--- config.mk ---
export PLATFORM = sky130hd
export DESIGN_NAME = dhcpv6_option_tlv_deframer
export DESIGN_NICKNAME = d
export VERILOG_FILES = /design/src/rtl/dtlv_pkg.sv /design/src/rtl/dtlv_parser.sv /design/src/rtl/dtlv_outq.sv /design/src/rtl/dhcpv6_option_tlv_deframer.sv
export SDC_FILE = /design/constraint.sdc
export NUM_CORES = 1
export LEC_CHECK = 0
export ABC_AREA = 1
export BUFFER_PORTS_ARGS = -buffer_cell sky130_fd_sc_hd__buf_2
export CAP_MARGIN = 20
export CORE_ASPECT_RATIO = 0.75
export CORE_MARGIN = 3
export CORE_UTILIZATION = 45
export CTS_CLUSTER_SIZE = 30
export DETAILED_ROUTE_END_ITERATION = 8
export SLEW_MARGIN = 20
export SYNTH_ARGS = -nofsm -noshare
export SYNTH_HDL_FRONTEND = slang
export SYNTH_SLANG_ARGS = --single-unit
--- constraint.sdc ---
create_clock -name clk -period 4.7 [get_ports clk]
set_input_delay 0.94 -clock clk [delete_from_list [all_inputs] [get_ports clk]]
set_output_delay 0.94 -clock clk [all_outputs]
set_load 0.1 [all_outputs]
--- src/rtl/dtlv_pkg.sv ---
`timescale 1ns / 1ps
`default_nettype none
// ----------------------------------------------------------------------------
// dtlv_pkg
// Shared types and constants of the DHCPv6 option TLV deframer.
// ----------------------------------------------------------------------------
package dtlv_pkg;

    // Width of the running byte offset; wraps modulo 2^OFFSET_BITS.
    localparam int OFFSET_BITS = 16;
    localparam logic [OFFSET_BITS-1:0] POS_ONE = 1;

    // Result queue
    localparam int QDEPTH    = 4;
    localparam int QPTR_BITS = $clog2(QDEPTH);
    localparam int QCNT_BITS = $clog2(QDEPTH + 1);

    typedef enum logic [1:0] {
        KIND_OPTION       = 2'd0,
        KIND_OK           = 2'd1,
        KIND_TRUNC_HEADER = 2'd2,
        KIND_TRUNC_DATA   = 2'd3
    } rec_kind_t;

    typedef struct packed {
        rec_kind_t   kind;
        logic [15:0] code;
        logic [15:0] length;
        logic [15:0] offset;
        logic        last;
    } rec_t;

    // Up to two records per item; en1 only together with en0.
    typedef struct packed {
        logic en0;
        logic en1;
        rec_t rec0;
        rec_t rec1;
    } push_t;

endpackage
`default_nettype wire

--- src/rtl/dtlv_parser.sv ---
`timescale 1ns / 1ps
`default_nettype none
// ----------------------------------------------------------------------------
// dtlv_parser
// Header gathering, data countdown and record generation, one byte per cycle while accept is high.
// ----------------------------------------------------------------------------
module dtlv_parser
(
    input  wire logic           clk,
    input  wire logic           rst_n,
    input  wire logic           accept,
    input  wire logic [7:0]     data_byte,
    input  wire logic           last_byte,
    output dtlv_pkg::push_t     push
);

    logic [1:0]                       hdr_cnt_reg, hdr_cnt_next;
    logic                             in_data_reg, in_data_next;
    logic [15:0]                      code_acc_reg, code_acc_next;
    logic [15:0]                      length_acc_reg, length_acc_next;
    logic [15:0]                      remaining_reg, remaining_next;
    logic [dtlv_pkg::OFFSET_BITS-1:0] byte_pos_reg, byte_pos_next;
    logic [dtlv_pkg::OFFSET_BITS-1:0] opt_start_reg, opt_start_next;

    logic        done;
    logic [1:0]  hdr_cnt_upd;
    logic        in_data_upd;
    logic [15:0] remaining_dec;
    dtlv_pkg::rec_t opt_rec;
    dtlv_pkg::rec_t status_rec;

    assign remaining_dec = remaining_reg - 16'd1;

    always_comb
    begin
        done            = 1'b0;
        hdr_cnt_upd     = hdr_cnt_reg;
        in_data_upd     = in_data_reg;
        code_acc_next   = code_acc_reg;
        length_acc_next = length_acc_reg;
        remaining_next  = remaining_reg;
        opt_start_next  = opt_start_reg;

        if (in_data_reg)
        begin
            remaining_next = remaining_dec;
            done           = (remaining_dec == 16'd0);
        end
        else
        begin
            unique case (hdr_cnt_reg)
                2'd0:
                begin
                    opt_start_next = byte_pos_reg;
                    code_acc_next  = {data_byte, 8'h00};
                    hdr_cnt_upd    = 2'd1;
                end
                2'd1:
                begin
                    code_acc_next = {code_acc_reg[15:8], data_byte};
                    hdr_cnt_upd   = 2'd2;
                end
                2'd2:
                begin
                    length_acc_next = {data_byte, 8'h00};
                    hdr_cnt_upd     = 2'd3;
                end
                default:
                begin
                    length_acc_next = {length_acc_reg[15:8], data_byte};
                    hdr_cnt_upd     = 2'd0;
                    if ({length_acc_reg[15:8], data_byte} == 16'd0)
                    begin
                        done = 1'b1;
                    end
                    else
                    begin
                        in_data_upd    = 1'b1;
                        remaining_next = {length_acc_reg[15:8], data_byte};
                    end
                end
            endcase
        end

        if (done)
        begin
            in_data_upd = 1'b0;
            hdr_cnt_upd = 2'd0;
        end

        hdr_cnt_next  = hdr_cnt_upd;
        in_data_next  = in_data_upd;
        byte_pos_next = byte_pos_reg + dtlv_pkg::POS_ONE;
    end

    always_comb
    begin
        opt_rec.kind   = dtlv_pkg::KIND_OPTION;
        opt_rec.code   = code_acc_next;
        opt_rec.length = length_acc_next;
        opt_rec.offset = 16'(opt_start_next);
        opt_rec.last   = 1'b0;

        status_rec.code   = 16'd0;
        status_rec.length = 16'd0;
        status_rec.last   = 1'b1;
        priority if (in_data_upd)
        begin
            status_rec.kind   = dtlv_pkg::KIND_TRUNC_DATA;
            status_rec.offset = 16'(opt_start_next);
        end
        else if (hdr_cnt_upd != 2'd0)
        begin
            status_rec.kind   = dtlv_pkg::KIND_TRUNC_HEADER;
            status_rec.offset = 16'(opt_start_next);
        end
        else
        begin
            status_rec.kind   = dtlv_pkg::KIND_OK;
            status_rec.offset = 16'd0;
        end

        // Records are packed from slot 0: option first, then status.
        push.en0  = accept && (done || last_byte);
        push.en1  = accept && done && last_byte;
        push.rec0 = done ? opt_rec : status_rec;
        push.rec1 = status_rec;
    end

    always_ff @(posedge clk or negedge rst_n)
    begin
        if (!rst_n)
        begin
            hdr_cnt_reg    <= 2'd0;
            in_data_reg    <= 1'b0;
            code_acc_reg   <= 16'd0;
            length_acc_reg <= 16'd0;
            remaining_reg  <= 16'd0;
            byte_pos_reg   <= '0;
            opt_start_reg  <= '0;
        end
        else if (accept)
        begin
            if (last_byte)
            begin
                // final byte: back to a fresh buffer at offset 0
                hdr_cnt_reg    <= 2'd0;
                in_data_reg    <= 1'b0;
                code_acc_reg   <= 16'd0;
                length_acc_reg <= 16'd0;
                remaining_reg  <= 16'd0;
                byte_pos_reg   <= '0;
                opt_start_reg  <= '0;
            end
            else
            begin
                hdr_cnt_reg    <= hdr_cnt_next;
                in_data_reg    <= in_data_next;
                code_acc_reg   <= code_acc_next;
                length_acc_reg <= length_acc_next;
                remaining_reg  <= remaining_next;
                byte_pos_reg   <= byte_pos_next;
                opt_start_reg  <= opt_start_next;
            end
        end
    end

endmodule
`default_nettype wire

--- src/rtl/dtlv_outq.sv ---
`timescale 1ns / 1ps
`default_nettype none
// ----------------------------------------------------------------------------
// dtlv_outq
// Small result queue: takes up to two records per cycle, hands out one while out_stall is low.
// ----------------------------------------------------------------------------
module dtlv_outq
(
    input  wire logic            clk,
    input  wire logic            rst_n,
    input  wire dtlv_pkg::push_t push,
    output logic                 full,
    output logic                 out_valid,
    input  wire logic            out_stall,
    output dtlv_pkg::rec_t       out_rec
);

    dtlv_pkg::rec_t                 mem_reg [dtlv_pkg::QDEPTH];
    logic [dtlv_pkg::QPTR_BITS-1:0] wr_ptr_reg, wr_ptr_next;
    logic [dtlv_pkg::QPTR_BITS-1:0] rd_ptr_reg, rd_ptr_next;
    logic [dtlv_pkg::QCNT_BITS-1:0] count_reg, count_next;
    logic [dtlv_pkg::QPTR_BITS-1:0] wr_ptr_inc;
    logic [dtlv_pkg::QCNT_BITS-1:0] n_push;
    logic                           pop;

    assign wr_ptr_inc = wr_ptr_reg + dtlv_pkg::QPTR_BITS'(1);
    assign n_push     = dtlv_pkg::QCNT_BITS'(push.en0) + dtlv_pkg::QCNT_BITS'(push.en1);
    assign out_valid  = (count_reg != '0);
    assign pop        = out_valid && !out_stall;
    assign out_rec    = mem_reg[rd_ptr_reg];
    // need room for two records before taking the next item
    assign full       = (count_reg > dtlv_pkg::QCNT_BITS'(dtlv_pkg::QDEPTH - 2));

    assign wr_ptr_next = wr_ptr_reg + dtlv_pkg::QPTR_BITS'(n_push);
    assign rd_ptr_next = rd_ptr_reg + dtlv_pkg::QPTR_BITS'(pop);
    assign count_next  = count_reg + n_push - dtlv_pkg::QCNT_BITS'(pop);

    always_ff @(posedge clk)
    begin
        if (push.en0)
        begin
            mem_reg[wr_ptr_reg] <= push.rec0;
        end
        if (push.en1)
        begin
            mem_reg[wr_ptr_inc] <= push.rec1;
        end
    end

    always_ff @(posedge clk or negedge rst_n)
    begin
        if (!rst_n)
        begin
            wr_ptr_reg <= '0;
            rd_ptr_reg <= '0;
            count_reg  <= '0;
        end
        else
        begin
            wr_ptr_reg <= wr_ptr_next;
            rd_ptr_reg <= rd_ptr_next;
            count_reg  <= count_next;
        end
    end

`ifndef SYNTH
    a_count_bound: assert property (@(posedge clk) disable iff (!rst_n)
        count_reg <= dtlv_pkg::QCNT_BITS'(dtlv_pkg::QDEPTH))
        else $error("result queue count out of range");

    a_pair_order: assert property (@(posedge clk) disable iff (!rst_n)
        push.en1 |-> push.en0)
        else $error("second record pushed without first");

    a_no_push_full: assert property (@(posedge clk) disable iff (!rst_n)
        full |-> !push.en0)
        else $error("record pushed while queue lacks room");

    a_pop_only: assert property (@(posedge clk) disable iff (!rst_n)
        (pop && !push.en0) |=> (count_reg == $past(count_reg) - dtlv_pkg::QCNT_BITS'(1)))
        else $error("queue count did not drop on pop");
`endif

endmodule
`default_nettype wire

--- src/rtl/dhcpv6_option_tlv_deframer.sv ---
`timescale 1ns / 1ps
`default_nettype none
// ----------------------------------------------------------------------------
// dhcpv6_option_tlv_deframer
// Splits a DHCPv6 options area, one byte per item, into option records and
// one status record per buffer.
// ----------------------------------------------------------------------------
// Input channel: in_valid/in_stall carry data_byte and last_byte (final byte
// of the buffer). Output channel: out_valid/out_stall carry one record:
// rec_kind, tlv_code, option_length, option_offset, is_last.
// A byte is taken in each cycle with in_valid high and in_stall low. Its
// records join a four-entry result queue, reach the output in order from
// the next cycle on; a final byte that ends an option yields two records.
// in_stall rises only when the queue has fewer than two free entries, so a
// receiver that stalls backs the input up once three records wait; nothing
// is dropped. After the final byte the parser restarts at offset 0.
// Reset clears the parser state and empties the queue, so in_stall is low
// when reset ends.
// ----------------------------------------------------------------------------
module dhcpv6_option_tlv_deframer
(
    input  wire logic        clk,
    input  wire logic        rst_n,
    input  wire logic        in_valid,
    output logic             in_stall,
    input  wire logic [7:0]  data_byte,
    input  wire logic        last_byte,
    output logic             out_valid,
    input  wire logic        out_stall,
    output logic [1:0]       rec_kind,
    output logic [15:0]      tlv_code,
    output logic [15:0]      option_length,
    output logic [15:0]      option_offset,
    output logic             is_last
);

    dtlv_pkg::push_t push;
    dtlv_pkg::rec_t  out_rec;
    logic            full;
    logic            accept;

    assign in_stall = full;
    assign accept   = in_valid && !full;

    dtlv_parser u_parser
    (
        .clk       (clk),
        .rst_n     (rst_n),
        .accept    (accept),
        .data_byte (data_byte),
        .last_byte (last_byte),
        .push      (push)
    );

    dtlv_outq u_outq
    (
        .clk       (clk),
        .rst_n     (rst_n),
        .push      (push),
        .full      (full),
        .out_valid (out_valid),
        .out_stall (out_stall),
        .out_rec   (out_rec)
    );

    assign rec_kind      = out_rec.kind;
    assign tlv_code      = out_rec.code;
    assign option_length = out_rec.length;
    assign option_offset = out_rec.offset;
    assign is_last       = out_rec.last;

endmodule
`default_nettype wire

==> out/metrics.cfg <==
[outcome]
status=complete, no violations

[routing]
viasPerCell=5.57
dr.pass1.iters=5
drtIter0Drc=1033
vias=11400
drc_errors=0
drt-total-wl_um=36700
wire_per_inst_um=18.0
antenna_left=0

[yosys]
synthesis.instances=1610
yosysSeqAreaShare_pct=52.3
postSynthAreaPerCell_sq_um=8.38
ys_ff_latch=294
yosysUniqueCellTypes=41
netlist_area_sq_um=13500
yosysWarnings=0
syn_nets=1637

[timing]
finalMaxSlewViolations=0
tns_ns=0
rsz0062_at_grt=false
period_minus_slack_ns=3.96
hold_viol_final=0
slew_headroom_pct=36.9
fmax_mhz=253
min_period_over_period_pct=84.2
tightest_slew_ns=0.946
finalSetupViolCount=0
finalClockSkew_ns=0.0153
whs_ns=0.450

[clocking]
insertion_delay_ns=0.58
post_cts_buffers=0
clk_pin_slew_ns=0.06
ctsRootBufferMaster=clkbuf_16
cts.sinks=294
cts-hold-fix-buffers=0
clock_path_buffers=3
cts_htree_levels=1
cts-resized-gates=0
cts_tree=built
cts-buffers-inserted=29

[place]
numPlacedInstances=1985
hpwl_um=22900
portBuffers=65
routabilityCongestion=0.822
place_area_sq_um=13900

[die]
start_util_pct=46.0
core_area_sq_um=29300
rows=54
ios=66
die_area_sq_um=32100
die_y_um=156
die_w_um=206

[critical_path]
cp.required_ns=3.76
critPathLaunchType=register
rrSetupSlack_ns=1.28
crit_end=tlv_code[15]
cp.arrival_ns=3.02
critical_path_class=register to output port
worstSetupStartpoint=u_outq.rd_ptr_reg[0]
r2r_cells=19
worstSetupEndpointType=output port
cp_max_fo=70
r2r_end=u_outq.mem_reg[2][49]
r2r-start=u_parser.remaining_reg[0]

[worst_hold_path]
hp-class=input pin to asynchronous set/reset pin

[global_routing]
grt-ovfl-total=0
track_usage_pct=23.0
grt_max_degree=83
grt_pass1_vias=10600
antenna_found_initial=0
grt_pass1_wl_um=59300

[finish]
nets=1651
area_delta_synth_final_pct=10.6
largest_register_ff_count=204
drive_above_1_share_pct=10.7
final_area_sq_um=14900
n_antenna_cell=0
instances_no_fill=2039

[job]
cap_violations=0

-- cell usage after synthesis --
cell type,number,area (sq um)
a21oi_1,24,120
a22o_1,1,8.76
a22oi_1,1,7.51
a31oi_1,1,6.26
buf_1,1,3.75
buf_2,27,135
buf_4,6,45.0
buf_6,18,203
buf_8,1,15.0
clkbuf_1,55,206
clkinv_1,2,7.51
dfrtp_1,90,2250
dfxtp_1,132,2640
edfxtp_1,72,2160
fa_1,1,20.0
ha_1,13,163
inv_1,141,529
inv_2,1,3.75
nand2_1,167,627
nand2_2,14,87.6
nand3_1,150,751
nand3_2,6,60.1
nand3_4,3,52.6
nand4_1,8,50.1
nand4_4,1,21.3
nor2_1,222,833
nor2_2,5,31.3
nor2_4,1,11.3
nor3_1,9,45.0
nor3b_1,3,22.5
nor4_1,1,6.26
o2111ai_1,3,26.3
o211ai_1,1,7.51
o21a_1,2,15.0
o21ai_0,185,926
o21ai_1,123,616
o21bai_1,1,7.51
o22ai_1,107,669
or2_2,2,12.5
xnor2_1,4,35.0
xor2_1,5,43.8
-- cell families (layout without fill, tap and decap cells) --
family / Yosys count / count (layout) / synth area share [%]
xor+xnor: 9 / 9 / 0.584
fa+ha+maj: 14 / 14 / 1.35
compound gates: 449 / 449 / 17.9
flops: 294 / 294 / 52.3
simple gates: 592 / 592 / 19.4
buf+inv: 252 / 289 / 8.52
-- per-layer routing --
metal	vias up	wire length (um)	global-route usage (%)
li1	5513	-	-
met2	397	14900	32.7
met4	0	499	3.75
met1	5418	18900	37.4
met5	-	0	0
met3	34	2440	3.11
-- worst min path at each step --
stage | to | cells after the start | startpoint
2_1_floorplan | u_outq.mem_reg[1][0] | 2 | u_outq.mem_reg[1][0]
5_1_grt | u_outq.mem_reg[2][0] | 2 | u_outq.mem_reg[2][0]
3_5_place_dp | u_outq.mem_reg[1][0] | 2 | u_outq.mem_reg[1][0]
3_3_place_gp | u_outq.mem_reg[2][0] | 2 | u_outq.mem_reg[2][0]
4_1_cts | u_outq.mem_reg[1][0] | 2 | u_outq.mem_reg[1][0]
6_report | u_parser.opt_start_reg[6] | 1 | rst_n
-- cell type report --
class | count | area [sq um]
Fill cell | 2786 | 14400
Sequential cell | 294 | 7060
Multi-Input combinational cell | 1064 | 5320
Clock buffer | 44 | 893
Inverter | 144 | 541
Timing Repair Buffer | 91 | 523
Tap cell | 392 | 490
Clock inverter | 10 | 95.1
-- stage by stage --
step           setup WS, ns  util, %
6_report              0.744     50.9
5_1_grt               0.601     50.9
2_1_floorplan          1.22        -
3_3_place_gp           1.14     47.5
3_5_place_dp           1.10     47.5
4_1_cts               0.755     50.9
-- critical path: stages (launching register included) --
cell and delay, ns:
dfrtp_2 0.70, inv_2 0.15, buf_4 0.59, o21ai_0 0.17
o22ai_1 0.31, buf_2 0.49
-- cell usage in the layout (no fill, tap or decap), types with 72 or more instances in the layout --
| cell | netlist | final |
|---|---|---|
| dfrtp_1 | 90 | 89 |
| dfxtp_1 | 132 | 132 |
| edfxtp_1 | 72 | 72 |
| inv_1 | 141 | 139 |
| nand2_1 | 167 | 167 |
| nand3_1 | 150 | 150 |
| nor2_1 | 222 | 221 |
| o21ai_0 | 185 | 185 |
| o21ai_1 | 123 | 123 |
| o22ai_1 | 107 | 107 |
Power is left out: the tool's default activity adds up to more than one toggle a clock period on the data nets, which glitch-free logic cannot reach.
